`config.mk`:
```
export PLATFORM = sky130hd
export DESIGN_NAME = ambient_light_backlight_tracker
export DESIGN_NICKNAME = d
export VERILOG_FILES = /design/src/hdl/albt_pkg.sv /design/src/hdl/albt_div.sv /design/src/hdl/albt_win.sv /design/src/hdl/ambient_light_backlight_tracker.sv
export SDC_FILE = /design/constraint.sdc
export NUM_CORES = 1
export LEC_CHECK = 0
export BUFFER_PORTS_ARGS = -buffer_cell sky130_fd_sc_hd__buf_2
export CAP_MARGIN = 20
export CORE_ASPECT_RATIO = 1.25
export CORE_MARGIN = 1.5
export CORE_UTILIZATION = 40
export DETAILED_ROUTE_END_ITERATION = 10
export PLACE_DENSITY_LB_ADDON = 0.2
export SYNTH_ARGS = -nofsm -noshare
export SYNTH_HDL_FRONTEND = slang
export SYNTH_SLANG_ARGS = --single-unit
```
`constraint.sdc`:
```
create_clock -name clk_i -period 7.5 [get_ports clk_i]
set_clock_uncertainty 0.15 [all_clocks]
set_input_delay 1.875 -clock clk_i [delete_from_list [all_inputs] [get_ports clk_i]]
set_output_delay 1.875 -clock clk_i [all_outputs]
set_load 0.01 [all_outputs]
```
`src/hdl/albt_pkg.sv`:
```
// shared types, constants, curve segment lookup and absolute difference helper for the backlight tracker
package albt_pkg;

  localparam int unsigned LUX_W = 16;
  localparam int unsigned BRT_W = 11;
  localparam int unsigned INC_W = 12;
  localparam int unsigned SUM_W = 20;
  localparam int unsigned DIV_W = 20;
  localparam int unsigned DVS_W = 9;
  localparam int unsigned SEG_W = 9;
  localparam int unsigned PRD_W = 2 * SEG_W;
  localparam int unsigned CFG_IDX_W = 3;
  localparam int unsigned CFG_DATA_W = 16;

  // configuration register indexes
  localparam logic [CFG_IDX_W-1:0] CFG_CHANGE_THR  = 3'd0;
  localparam logic [CFG_IDX_W-1:0] CFG_RETRACK_THR = 3'd1;
  localparam logic [CFG_IDX_W-1:0] CFG_DEBOUNCE    = 3'd2;
  localparam logic [CFG_IDX_W-1:0] CFG_DEADBAND    = 3'd3;
  localparam logic [CFG_IDX_W-1:0] CFG_RAMP_STEP   = 3'd4;

  localparam logic [LUX_W-1:0] CHANGE_THR_RST  = 16'd77;
  localparam logic [LUX_W-1:0] RETRACK_THR_RST = 16'd51;
  localparam logic [LUX_W-1:0] DEBOUNCE_RST    = 16'd2000;
  localparam logic [BRT_W-1:0] DEADBAND_RST    = 11'd10;
  localparam logic [BRT_W-1:0] RAMP_STEP_RST   = 11'd102;

  // request kinds on the input tuser
  localparam logic REQ_SAMPLE = 1'b0;
  localparam logic REQ_TICK   = 1'b1;

  typedef struct packed {
    logic             flat;
    logic [BRT_W-1:0] base;
    logic [SEG_W-1:0] dx;
    logic [SEG_W-1:0] mul;
    logic [DVS_W-1:0] den;
  } curve_seg_t;

  // six-segment lux to brightness curve, x in Q8.8
  function automatic curve_seg_t curve_seg(input logic [LUX_W-1:0] x);
    curve_seg_t s;
    s = '{flat: 1'b1, base: 11'd1024, dx: '0, mul: '0, den: 9'd1};
    if (x < 16'd128) begin
      s.base = 11'd102;
    end else if (x < 16'd307) begin
      s = '{flat: 1'b0, base: 11'd102, dx: SEG_W'(x - 16'd128), mul: 9'd308, den: 9'd179};
    end else if (x < 16'd589) begin
      s = '{flat: 1'b0, base: 11'd410, dx: SEG_W'(x - 16'd307), mul: 9'd307, den: 9'd282};
    end else if (x < 16'd896) begin
      s = '{flat: 1'b0, base: 11'd717, dx: SEG_W'(x - 16'd589), mul: 9'd205, den: 9'd307};
    end else if (x < 16'd1024) begin
      s.base = 11'd973;
    end
    return s;
  endfunction

  function automatic logic [LUX_W-1:0] abs_diff(input logic [LUX_W-1:0] a,
                                                input logic [LUX_W-1:0] b);
    return (a > b) ? a - b : b - a;
  endfunction

endpackage

```
`src/hdl/albt_div.sv`:
```
// bit-serial restoring divider, one quotient bit per cycle
module albt_div import albt_pkg::*; (
  input  logic             clk_i,
  input  logic             rst_ni,
  input  logic             start_i,
  input  logic [DIV_W-1:0] dividend_i,
  input  logic [DVS_W-1:0] divisor_i,
  output logic             done_o,
  output logic [DIV_W-1:0] quot_o
);

  localparam int unsigned CNT_W = $clog2(DIV_W + 1);

  logic [DIV_W-1:0] num_q, num_d;
  logic [DVS_W-1:0] rem_q, rem_d;
  logic [DVS_W-1:0] den_q;
  logic [CNT_W-1:0] cnt_q, cnt_d;
  logic             busy_q, busy_d;
  logic             done_q, done_d;
  logic [DVS_W:0]   trial;
  logic             ge;

  assign trial = {rem_q, num_q[DIV_W-1]};
  assign ge    = trial >= {1'b0, den_q};

  always_comb begin
    num_d  = num_q;
    rem_d  = rem_q;
    cnt_d  = cnt_q;
    busy_d = busy_q;
    done_d = 1'b0;
    if (start_i) begin
      num_d  = dividend_i;
      rem_d  = '0;
      cnt_d  = CNT_W'(DIV_W);
      busy_d = 1'b1;
    end else if (busy_q) begin
      rem_d = ge ? DVS_W'(trial - {1'b0, den_q}) : DVS_W'(trial);
      num_d = {num_q[DIV_W-2:0], ge};
      cnt_d = cnt_q - 1'b1;
      if (cnt_q == CNT_W'(1)) begin
        busy_d = 1'b0;
        done_d = 1'b1;
      end
    end
  end

  always_ff @(posedge clk_i or negedge rst_ni) begin
    if (!rst_ni) begin
      busy_q <= 1'b0;
      done_q <= 1'b0;
      cnt_q  <= '0;
    end else begin
      busy_q <= busy_d;
      done_q <= done_d;
      cnt_q  <= cnt_d;
    end
  end

  always_ff @(posedge clk_i) begin
    num_q <= num_d;
    rem_q <= rem_d;
    if (start_i) begin
      den_q <= divisor_i;
    end
  end

  assign done_o = done_q;
  assign quot_o = num_q;

`ifndef SYNTH
  a_start_idle: assert property (@(posedge clk_i) disable iff (!rst_ni)
    start_i |-> !busy_q) else $error("divider started while busy");
  a_done_ends: assert property (@(posedge clk_i) disable iff (!rst_ni)
    done_q |-> !busy_q) else $error("divider done while still busy");
  a_cnt_busy: assert property (@(posedge clk_i) disable iff (!rst_ni)
    busy_q |-> cnt_q != '0) else $error("divider busy with zero count");
`endif

endmodule

```
`src/hdl/albt_win.sv`:
```
// sliding window of lux samples with running sum and fill count
module albt_win import albt_pkg::*; #(
  parameter int unsigned WINDOW_LEN = 10
) (
  input  logic                              clk_i,
  input  logic                              rst_ni,
  input  logic                              push_i,
  input  logic [LUX_W-1:0]                  lux_i,
  output logic [SUM_W-1:0]                  sum_o,
  output logic [$clog2(WINDOW_LEN + 1)-1:0] count_o
);

  localparam int unsigned CNT_W  = $clog2(WINDOW_LEN + 1);
  localparam int unsigned SLOT_W = (WINDOW_LEN > 1) ? $clog2(WINDOW_LEN) : 1;

  logic [LUX_W-1:0]  win_q [WINDOW_LEN];
  logic [CNT_W-1:0]  count_q;
  logic [SLOT_W-1:0] slot_q;
  logic [SUM_W-1:0]  sum_q;
  logic              full;

  assign full = count_q == CNT_W'(WINDOW_LEN);

  always_ff @(posedge clk_i or negedge rst_ni) begin
    if (!rst_ni) begin
      count_q <= '0;
      slot_q  <= '0;
      sum_q   <= '0;
    end else if (push_i) begin
      if (full) begin
        sum_q <= sum_q - SUM_W'(win_q[slot_q]) + SUM_W'(lux_i);
      end else begin
        sum_q   <= sum_q + SUM_W'(lux_i);
        count_q <= count_q + 1'b1;
      end
      slot_q <= (slot_q == SLOT_W'(WINDOW_LEN - 1)) ? '0 : slot_q + 1'b1;
    end
  end

  always_ff @(posedge clk_i) begin
    if (push_i) begin
      win_q[slot_q] <= lux_i;
    end
  end

  assign sum_o   = sum_q;
  assign count_o = count_q;

`ifndef SYNTH
  a_count_max: assert property (@(posedge clk_i) disable iff (!rst_ni)
    count_q <= CNT_W'(WINDOW_LEN)) else $error("window count overflow");
  a_slot_max: assert property (@(posedge clk_i) disable iff (!rst_ni)
    CNT_W'(slot_q) < CNT_W'(WINDOW_LEN)) else $error("write slot out of range");
  a_fill_slot: assert property (@(posedge clk_i) disable iff (!rst_ni)
    !full |-> CNT_W'(slot_q) == count_q) else $error("slot and count disagree while filling");
`endif

endmodule

```
`src/hdl/ambient_light_backlight_tracker.sv`:
```
// Ambient light backlight tracker. A lux sample transfer (tuser 0) updates the window
// on acceptance; ST_MSTART then starts the divider, ST_MWAIT waits for the bit-serial
// mean division, and the debounce state is updated when the quotient arrives, after
// which the input is ready again. A tick transfer (tuser 1) leaves the input ready,
// except the tick that expires the debounce timer: it maps the applied level through
// the brightness curve, which on a sloped segment takes a registered multiply and the
// same divider, and on a flat segment goes straight to the deadband compare. A ramp
// command is held in an output register, so a new transfer is taken while it waits;
// only a second command stalls until the first is taken.
module ambient_light_backlight_tracker import albt_pkg::*; #(
  parameter int unsigned WINDOW_LEN = 10
) (
  input  logic                  clk_i,
  input  logic                  rst_ni,
  input  logic                  s_axis_tvalid,
  output logic                  s_axis_tready,
  input  logic [31:0]           s_axis_tdata,  // lux_sample[15:0], panel_brightness[26:16]
  input  logic                  s_axis_tuser,  // req_type
  output logic                  m_axis_tvalid,
  input  logic                  m_axis_tready,
  output logic [39:0]           m_axis_tdata,  // ramp_begin[10:0], ramp_target[21:11],
                                               // ramp_increment[33:22]
  input  logic                  cfg_we_i,
  input  logic [CFG_IDX_W-1:0]  cfg_idx_i,
  input  logic [CFG_DATA_W-1:0] cfg_data_i
);

  localparam int unsigned CNT_W = $clog2(WINDOW_LEN + 1);

  localparam logic [2:0] ST_IDLE   = 3'd0;
  localparam logic [2:0] ST_MSTART = 3'd1;
  localparam logic [2:0] ST_MWAIT  = 3'd2;
  localparam logic [2:0] ST_CMUL   = 3'd3;
  localparam logic [2:0] ST_CSTART = 3'd4;
  localparam logic [2:0] ST_CWAIT  = 3'd5;
  localparam logic [2:0] ST_CCMP   = 3'd6;

  logic [2:0] state_q;

  logic [LUX_W-1:0] change_thr_q, retrack_thr_q, debounce_q;
  logic [BRT_W-1:0] deadband_q, ramp_step_q;

  logic [LUX_W-1:0] applied_q, pending_q, timer_q;
  logic             armed_q;

  logic [BRT_W-1:0] panel_q, base_q, target_q;
  logic [PRD_W-1:0] prod_q;

  logic             out_valid_q;
  logic [BRT_W-1:0] out_begin_q, out_target_q;
  logic [INC_W-1:0] out_inc_q;

  logic             in_fire, out_fire, push, load_out;
  logic             in_req;
  logic [LUX_W-1:0] in_lux;
  logic [BRT_W-1:0] in_panel;

  logic [SUM_W-1:0] win_sum;
  logic [CNT_W-1:0] win_count;

  logic             div_start, div_done;
  logic [DIV_W-1:0] div_dividend, div_quot;
  logic [DVS_W-1:0] div_divisor;

  curve_seg_t       seg;
  logic [LUX_W-1:0] mean;
  logic [LUX_W-1:0] debounce_load;
  logic             go_up, go_down;
  logic [INC_W-1:0] inc;

  assign in_req   = s_axis_tuser;
  assign in_lux   = s_axis_tdata[15:0];
  assign in_panel = s_axis_tdata[26:16];

  assign s_axis_tready = state_q == ST_IDLE;
  assign in_fire       = s_axis_tvalid && s_axis_tready;
  assign out_fire      = m_axis_tvalid && m_axis_tready;
  assign push          = in_fire && (in_req == REQ_SAMPLE);

  albt_win #(
    .WINDOW_LEN (WINDOW_LEN)
  ) u_win (
    .clk_i   (clk_i),
    .rst_ni  (rst_ni),
    .push_i  (push),
    .lux_i   (in_lux),
    .sum_o   (win_sum),
    .count_o (win_count)
  );

  assign div_start    = (state_q == ST_MSTART) || (state_q == ST_CSTART);
  assign div_dividend = (state_q == ST_MSTART) ? DIV_W'(win_sum) : DIV_W'(prod_q);
  assign div_divisor  = (state_q == ST_MSTART) ? DVS_W'(win_count) : seg.den;

  albt_div u_div (
    .clk_i      (clk_i),
    .rst_ni     (rst_ni),
    .start_i    (div_start),
    .dividend_i (div_dividend),
    .divisor_i  (div_divisor),
    .done_o     (div_done),
    .quot_o     (div_quot)
  );

  assign seg           = curve_seg(applied_q);
  assign mean          = div_quot[LUX_W-1:0];
  assign debounce_load = (debounce_q == '0) ? LUX_W'(1) : debounce_q;

  // deadband compare with one guard bit so the sums cannot wrap
  assign go_up   = {1'b0, target_q} > ({1'b0, panel_q} + {1'b0, deadband_q});
  assign go_down = {1'b0, panel_q} > ({1'b0, target_q} + {1'b0, deadband_q});
  assign inc     = go_up ? {1'b0, ramp_step_q} : (~{1'b0, ramp_step_q}) + 1'b1;

  assign load_out = (state_q == ST_CCMP) && (go_up || go_down) &&
                    (!out_valid_q || m_axis_tready);

  // configuration registers
  always_ff @(posedge clk_i or negedge rst_ni) begin
    if (!rst_ni) begin
      change_thr_q  <= CHANGE_THR_RST;
      retrack_thr_q <= RETRACK_THR_RST;
      debounce_q    <= DEBOUNCE_RST;
      deadband_q    <= DEADBAND_RST;
      ramp_step_q   <= RAMP_STEP_RST;
    end else if (cfg_we_i) begin
      unique case (cfg_idx_i)
        CFG_CHANGE_THR:  change_thr_q  <= cfg_data_i;
        CFG_RETRACK_THR: retrack_thr_q <= cfg_data_i;
        CFG_DEBOUNCE:    debounce_q    <= cfg_data_i;
        CFG_DEADBAND:    deadband_q    <= cfg_data_i[BRT_W-1:0];
        CFG_RAMP_STEP:   ramp_step_q   <= cfg_data_i[BRT_W-1:0];
        default: ;
      endcase
    end
  end

  // sequencer and tracking state
  always_ff @(posedge clk_i or negedge rst_ni) begin
    if (!rst_ni) begin
      state_q     <= ST_IDLE;
      applied_q   <= '0;
      pending_q   <= '0;
      timer_q     <= '0;
      armed_q     <= 1'b0;
    end else begin
      unique case (state_q)
        ST_IDLE: begin
          if (in_fire) begin
            if (in_req == REQ_SAMPLE) begin
              state_q <= ST_MSTART;
            end else if (armed_q) begin
              if (timer_q > LUX_W'(1)) begin
                timer_q <= timer_q - 1'b1;
              end else begin
                timer_q   <= '0;
                armed_q   <= 1'b0;
                applied_q <= pending_q;
                state_q   <= ST_CMUL;
              end
            end
          end
        end
        ST_MSTART: state_q <= ST_MWAIT;
        ST_MWAIT: begin
          if (div_done) begin
            state_q <= ST_IDLE;
            if (abs_diff(applied_q, mean) > change_thr_q) begin
              if (!armed_q || (abs_diff(pending_q, mean) > retrack_thr_q)) begin
                pending_q <= mean;
                timer_q   <= debounce_load;
                armed_q   <= 1'b1;
              end
            end else begin
              armed_q <= 1'b0;
              timer_q <= '0;
            end
          end
        end
        ST_CMUL:   state_q <= seg.flat ? ST_CCMP : ST_CSTART;
        ST_CSTART: state_q <= ST_CWAIT;
        ST_CWAIT: begin
          if (div_done) begin
            state_q <= ST_CCMP;
          end
        end
        ST_CCMP: begin
          if (!go_up && !go_down) begin
            state_q <= ST_IDLE;
          end else if (!out_valid_q || m_axis_tready) begin
            state_q <= ST_IDLE;
          end
        end
        default: state_q <= ST_IDLE;
      endcase
    end
  end

  // output register, a new command may replace one that leaves in the same cycle
  always_ff @(posedge clk_i or negedge rst_ni) begin
    if (!rst_ni) begin
      out_valid_q <= 1'b0;
    end else if (load_out) begin
      out_valid_q <= 1'b1;
    end else if (out_fire) begin
      out_valid_q <= 1'b0;
    end
  end

  // datapath registers
  always_ff @(posedge clk_i) begin
    if (in_fire) begin
      panel_q <= in_panel;
    end
    if (state_q == ST_CMUL) begin
      prod_q   <= PRD_W'(seg.dx) * PRD_W'(seg.mul);
      base_q   <= seg.base;
      target_q <= seg.base;
    end
    if ((state_q == ST_CWAIT) && div_done) begin
      target_q <= base_q + div_quot[BRT_W-1:0];
    end
    if (load_out) begin
      out_begin_q  <= panel_q;
      out_target_q <= target_q;
      out_inc_q    <= inc;
    end
  end

  assign m_axis_tvalid = out_valid_q;
  assign m_axis_tdata  = {6'd0, out_inc_q, out_target_q, out_begin_q};

`ifndef SYNTH
  a_armed_timer: assert property (@(posedge clk_i) disable iff (!rst_ni)
    armed_q |-> timer_q != '0) else $error("armed timer with zero count");
  a_disarmed_timer: assert property (@(posedge clk_i) disable iff (!rst_ni)
    !armed_q |-> timer_q == '0) else $error("disarmed timer not cleared");
  a_done_waiting: assert property (@(posedge clk_i) disable iff (!rst_ni)
    div_done |-> (state_q == ST_MWAIT) || (state_q == ST_CWAIT))
    else $error("divider result arrived outside a wait state");
  a_expire_curve: assert property (@(posedge clk_i) disable iff (!rst_ni)
    (state_q == ST_CMUL) |-> applied_q == pending_q)
    else $error("curve evaluated on a level other than the pending one");
`endif

endmodule
```
Word level (Yosys, flattened, before mapping). Memories as Yosys holds them, arrays and structs flattened. Cells that the tools add are included.

Flip-flop bits (word level): 281. Memory bits (writable): 160. Memories: 1.

Add/sub/neg operators: 19. Multiply operators: 1. Order comparisons: 13. Equal/unequal tests: 22. Multiplexer cells: 60. Bitwise operators: 4. Reductions and logical operators: 36.

Memories: u_win.win_q (depth 10, width 16, read ports 1, clocked after Yosys merged registers in 0, wr ports 1, line albt_win.sv:16) `logic [LUX_W-1:0] win_q [WINDOW_LEN];`.

Operators with widths (count): 16-bit 2-to-1 mux (10); 20-bit 2-to-1 mux (4); 39-bit 2-to-1 mux (2); 11-bit 2-to-1 mux (6); 16-bit > comparator (4); 16-bit subtractor (4); 27-bit 2-to-1 mux (2); 20-bit by 16-bit adder with 20-bit output (2); 16-bit by 10-bit < comparator with 1-bit output, second input constant (2); 16-bit case mux with 2 select lines (1); 11-bit by 11-bit adder with 12-bit output (2); 11-bit by 12-bit > comparator with 1-bit output (2); 3-bit 2-to-1 mux (8); 3-bit case mux with 7 select lines (1); 20-bit by 16-bit subtractor with 20-bit output (1); 1-bit 2-to-1 mux (19); 9-bit by 9-bit multiplier with 18-bit output (1); 16-bit by 1-bit > comparator with 1-bit output, second input constant (1); 16-bit logical NOT (1); 16-bit by 11-bit < comparator with 1-bit output, second input constant (1); 16-bit by 8-bit < comparator with 1-bit output, second input constant (1); 16-bit by 9-bit < comparator with 1-bit output, second input constant (1); 16-bit by 1-bit subtractor with 16-bit output, second input constant (1); 12-bit by 1-bit adder with 12-bit output, second input constant (1); other kinds (36) (77).

Longest topological paths before layout.
Word-level depth: 8. Mapped depth: 29. Depth with buffers taken out: 29.

Cells and area by module. From an unflattened synthesis, not the netlist that was laid out.

Cells, all modules: 2678. Area, all modules: 28895.2 sq um.

Modules (own cells, without submodules): ambient_light_backlight_tracker (instances 1, cells an instance 1767, area an instance 16912.5 sq um, sequential area each 5565.3 sq um); albt_win (instances 1, cells an instance 721, area an instance 9681.8 sq um, sequential area each 5505.3 sq um); albt_div (instances 1, cells an instance 190, area an instance 2301.0 sq um, sequential area each 1226.2 sq um).

Worst setup path after synthesis. Ideal clock, no wire load.

Path kind: register -> register. From: register applied_q[1]. To: register prod_q[16], data pin. Arrival: 6.267 ns. Slack: 0.817 ns. Cell stages (with the launch flop): 26. Buffers on the path: 0. Cell sequence: dfrtp_1 > ha_1 > or3_4 > a311o_1 > and2_4 > or3_4 > inv_2 > a221o_1 > a22oi_2 > nor3_1 > inv_1 > fa_1 > fa_1 > inv_1 > fa_1 > inv_1 > fa_1 > inv_1 > ha_1 > a21boi_0 > o21ai_0 > nand2b_1 > a21o_1 > a41o_1 > o41ai_1 > xnor2_1.

Longest elaborated chain between the ends: 6.

RTL lines: start, declared (line ambient_light_backlight_tracker.sv:43) `logic [LUX_W-1:0] applied_q, pending_q, timer_q;`; start signal, assigned (line ambient_light_backlight_tracker.sv:157) `applied_q <= pending_q;`; 16-bit by 10-bit < comparator with 1-bit output or 9-bit by 7-bit subtractor with 9-bit output (tied branches) (line albt_pkg.sv:50, albt_pkg.sv:51); 27-bit 2-to-1 mux (line albt_pkg.sv:50) `end else if (x < 16'd896) begin`; 39-bit 2-to-1 mux (line albt_pkg.sv:48) `end else if (x < 16'd589) begin`; 39-bit 2-to-1 mux (line albt_pkg.sv:46) `end else if (x < 16'd307) begin`; 27-bit 2-to-1 mux * (line albt_pkg.sv:44) `if (x < 16'd128) begin`; 9-bit by 9-bit multiplier with 18-bit output * (line ambient_light_backlight_tracker.sv:215) `prod_q <= PRD_W'(seg.dx) * PRD_W'(seg.mul);`; end signal, assigned (line ambient_light_backlight_tracker.sv:215); end, declared (line ambient_light_backlight_tracker.sv:47) `logic [PRD_W-1:0] prod_q;`.

Mark *: on every way between the ends. The rest lies on a longest branch, timed or not. A chain may end at the register's enable or synchronous reset.

Worst setup path after layout. Same ends and word-level chain as after synthesis.

==> flow_metrics.env <==
export IMPL_path_class="register to register"
export IMPL_start_util_pct=40.5
export IMPL_clkSlewWorstSetupHoldPaths_ps=60
export IMPL_io_pins=99
export IMPL_synth_ff_type="edfxtp_1"
export IMPL_vdd_ir_drop_max_uv=275
export IMPL_netlist_cell_type_count=82
export IMPL_power_total_mw=14.1
export IMPL_die_w_um=240
export IMPL_rows=108
export IMPL_finalCritPeriodShare_pct=94.5
export IMPL_synthToLayoutAreaGrowth_pct=12.1
export IMPL_p_leak_nw=13.5
export IMPL_synth_warnings=0
export IMPL_grt_max_degree=88
export IMPL_synth_top_area_cell="edfxtp_1"
export IMPL_avgSynthCellArea_um2=10.7
export IMPL_crit_path_end_kind="register"
export IMPL_first_global_vias=20882
export IMPL_final_area_mm2=0.0316
export IMPL_coreArea_mm2=0.0696
export IMPL_power_density_mw_per_mm2=445
export IMPL_gp_congestion=0.905
export IMPL_wirelength_mm=68.6
export IMPL_grt_overflow=0
export IMPL_cts_buffer_depth=3
export IMPL_hold_ws_ps=323
export IMPL_synth_seq_cells=437
export IMPL_cp_max_fo=17
export IMPL_hpwl_mm=53.3
export IMPL_ys_top_cells_by_count="inv_1 (295), edfxtp_1 (270), ha_1 (241), o21ai_0 (174), nand2_1 (173)"
export IMPL_relSlewSlack_pct=30.3
export IMPL_final_net_count=3121
export IMPL_die_y_um=300
export IMPL_setup_tns_ps=0
export IMPL_worst_slew_pin_slew_ps=1050
export IMPL_dieArea_mm2=0.0720
export IMPL_finalSetupViolCount=0
export IMPL_cts_root_buf="clkbuf_16"
export IMPL_cts_buffers=49
export IMPL_synth_cell_area_mm2=0.0282
export IMPL_drt_iter0_markers=903
export IMPL_status="finished, final reports clean"
export IMPL_synthArstFlopShare_pct=36.2
export IMPL_dr_total_vias=19671
export IMPL_drc=0
export IMPL_rsz0062_at_grt="false"
export IMPL_clock_sinks=437
export IMPL_fillers=6533
export IMPL_synth_edf_count=270
export IMPL_worstPathRequired_ps=7680
export IMPL_fin_crit_ps=7090
export IMPL_synth_most_common_cell="inv_1"
export IMPL_yosysTopAreaCellShare_pct=28.8
export IMPL_routed_via_density=5.28
export IMPL_io_buffers=87
export IMPL_grt_pass1_wl_mm=111
export IMPL_crit_arrival_ps=7270
export IMPL_ant_nets=0
export IMPL_synth_cells=2639
export IMPL_max_freq_ghz=0.141
export IMPL_hold_viol_final=0
export IMPL_yosysSeqAreaShare_pct=43.6
export IMPL_drive_gt1_share_pct=13.7
export IMPL_grt_use_total_pct=19.6
export IMPL_wl_per_cell_um=18.4
export IMPL_drtPass1Iterations=8
export IMPL_cap_violations=0
export IMPL_clk_latency_ps=620
export IMPL_insertedDiodeCount=0
export IMPL_multi_input_area_mm2=0.0144
export IMPL_cts_tree="done"
export IMPL_placed_area_mm2=0.0299
export IMPL_cts_hold_buf=0
export IMPL_grt_antenna_before_repair=0
export IMPL_regArea_mm2=0.0123
export IMPL_yosys_top_cells_area="edfxtp_1 (29%), dfrtp_1 (12%), ha_1 (11%)"
export IMPL_h_tree_depth=2
export IMPL_crit_path_start_kind="register"
export IMPL_hp_class="register to register"
export IMPL_final_max_slew_viol_count=0
-- cell type report --
class / count / area share (%)
well taps: 935 / 3.71
clock buffers: 61 / 4.13
flip-flops and latches: 437 / 38.9
repair buffers: 152 / 3.01
multi-input cells: 1807 / 45.7
inverters: 301 / 3.59
clock inverters: 31 / 0.987
-- power by group --
group	switching (mW)	total, mW	internal [mW]	leakage (nW)
registers	0.623	3.78	3.16	4.45
logic	4.49	7.88	3.39	8.30
clock network	1.04	2.40	1.36	0.764
total	6.15	14.1	7.90	13.5
-- flip-flops by register name, indices dropped and copies added, names as in the netlist, 5 cells and up --
name	flops
deadband_q	11
timer_q	16
retrack_thr_q	16
debounce_q	16
pending_q	16
u_div.cnt_q	5
panel_q	11
out_inc_q	12
base_q	8
u_win.win_q	160
prod_q	18
u_win.sum_o	20
out_begin_q	11
u_div.den_q	8
u_div.quot_o	20
ramp_step_q	11
target_q	11
change_thr_q	16
applied_q	16
out_target_q	11
u_div.rem_q	9
-- what timing repair did --
action,in CTS,in global routing
buffers inserted,0,0
gates resized for setup,0,5
endpoints found under the hold margin,0,0
setup endpoints to repair,0,1
-- path summary, 6_finish.rpt --
check | slack (ps) | cells past startpoint | from | end
max | 410 | 25 | applied_q[1]$_DFFE_PN0P_ | prod_q[16]$_DFFE_PN_
min | 320 | 1 | u_win.sum_o[19]$_DFFE_PN0P_ | u_win.sum_o[19]$_DFFE_PN0P_
max reg2reg | 410 | 25 | applied_q[1]$_DFFE_PN0P_ | prod_q[16]$_DFFE_PN_
min reg2reg | 320 | 1 | u_win.sum_o[19]$_DFFE_PN0P_ | u_win.sum_o[19]$_DFFE_PN0P_
max in group asynchronous | 4540 | 2 | rst_ni | change_thr_q[4]$_DFFE_PN0P_
min in group asynchronous | 1210 | 1 | rst_ni | deadband_q[6]$_DFFE_PN0P_
-- stage by stage --
stage	cells	utilization [%]	worst slack, ps
floorplan	2644	-	817
global placement	3631	43.0	326
detailed placement	3632	43.0	265
CTS	3724	45.3	206
global route	3724	45.4	15.5
finish	3724	45.4	411
-- cell usage in the layout (no fill, tap or decap), types with 8 or more instances in the layout --
| master | synthesis | final |
|---|---|---|
| mux2i_1 | 68 | 68 |
| clkbuf_16 | 0 | 50 |
| nand4_1 | 19 | 19 |
| a22o_1 | 19 | 19 |
| a21o_1 | 71 | 71 |
| inv_1 | 295 | 295 |
| o211ai_1 | 16 | 16 |
| o21a_1 | 19 | 19 |
| dfxtp_1 | 9 | 9 |
| mux4_2 | 32 | 32 |
| xnor2_1 | 76 | 76 |
| o21bai_1 | 22 | 22 |
| a31oi_1 | 15 | 14 |
| nand3_1 | 31 | 31 |
| mux2_2 | 47 | 47 |
| or3_1 | 8 | 8 |
| ha_1 | 241 | 241 |
| nand2b_1 | 26 | 25 |
| buf_2 | 13 | 86 |
| and2_1 | 8 | 8 |
| nor3_1 | 49 | 46 |
| a211oi_1 | 34 | 34 |
| o21ai_0 | 174 | 173 |
| or2_2 | 10 | 10 |
| nor4_1 | 20 | 18 |
| nor2_1 | 143 | 142 |
| and3_1 | 19 | 19 |
| xor2_1 | 48 | 48 |
| clkbuf_1 | 73 | 10 |
| a21oi_1 | 170 | 170 |
| buf_4 | 8 | 64 |
| fa_1 | 75 | 75 |
| edfxtp_1 | 270 | 270 |
| nand2_1 | 173 | 173 |
| nor2b_1 | 51 | 50 |
| dfstp_2 | 20 | 20 |
| clkinvlp_4 | 0 | 8 |
| dfrtp_1 | 138 | 137 |
-- critical path, stage by stage, from the launching register on --
cell	delay, ps
dfrtp_1	500
ha_1	270
or3_4	360
a311o_1	380
and2_4	170
or3_4	450
inv_4	150
a221o_1	140
a22oi_2	120
nor3_1	220
inv_1	90
fa_1	500
fa_1	500
inv_1	70
fa_1	530
inv_1	60
fa_1	540
inv_1	40
ha_1	330
a21boi_0	160
o21ai_0	160
nand2b_1	90
a21o_1	210
a41o_1	270
o41ai_2	240
xnor2_1	100
-- logic make-up (layout without fill, tap and decap cells) --
group                      Yosys count  count (layout)  synth area share [%]
DFF                                437             437                  43.6
buffers and inverters              400             545                  5.58
xor gates and xnor gates           124             124                  3.86
and+or+nand+nor                    588             588                  10.1
AOI/OAI and AO/OA                  626             626                  14.0
other                                1               6                0.0133
adders and majority gates          316             316                  16.0
muxes                              147             147                  6.86
-- per-layer routing --
layer | part of all wire (%) | vias to the layer above | wire length (um) | GRT usage (%)
met2 | 53 | 342 | 36200 | 36.6
met3 | 2.8 | 134 | 1890 | 2.26
li1 | - | 9587 | - | -
met4 | 4.4 | 0 | 3040 | 8.30
met1 | 40 | 9608 | 27400 | 22.4
met5 | 0 | - | 0 | 0
Note: power is estimated with default switching activity, not from simulation.
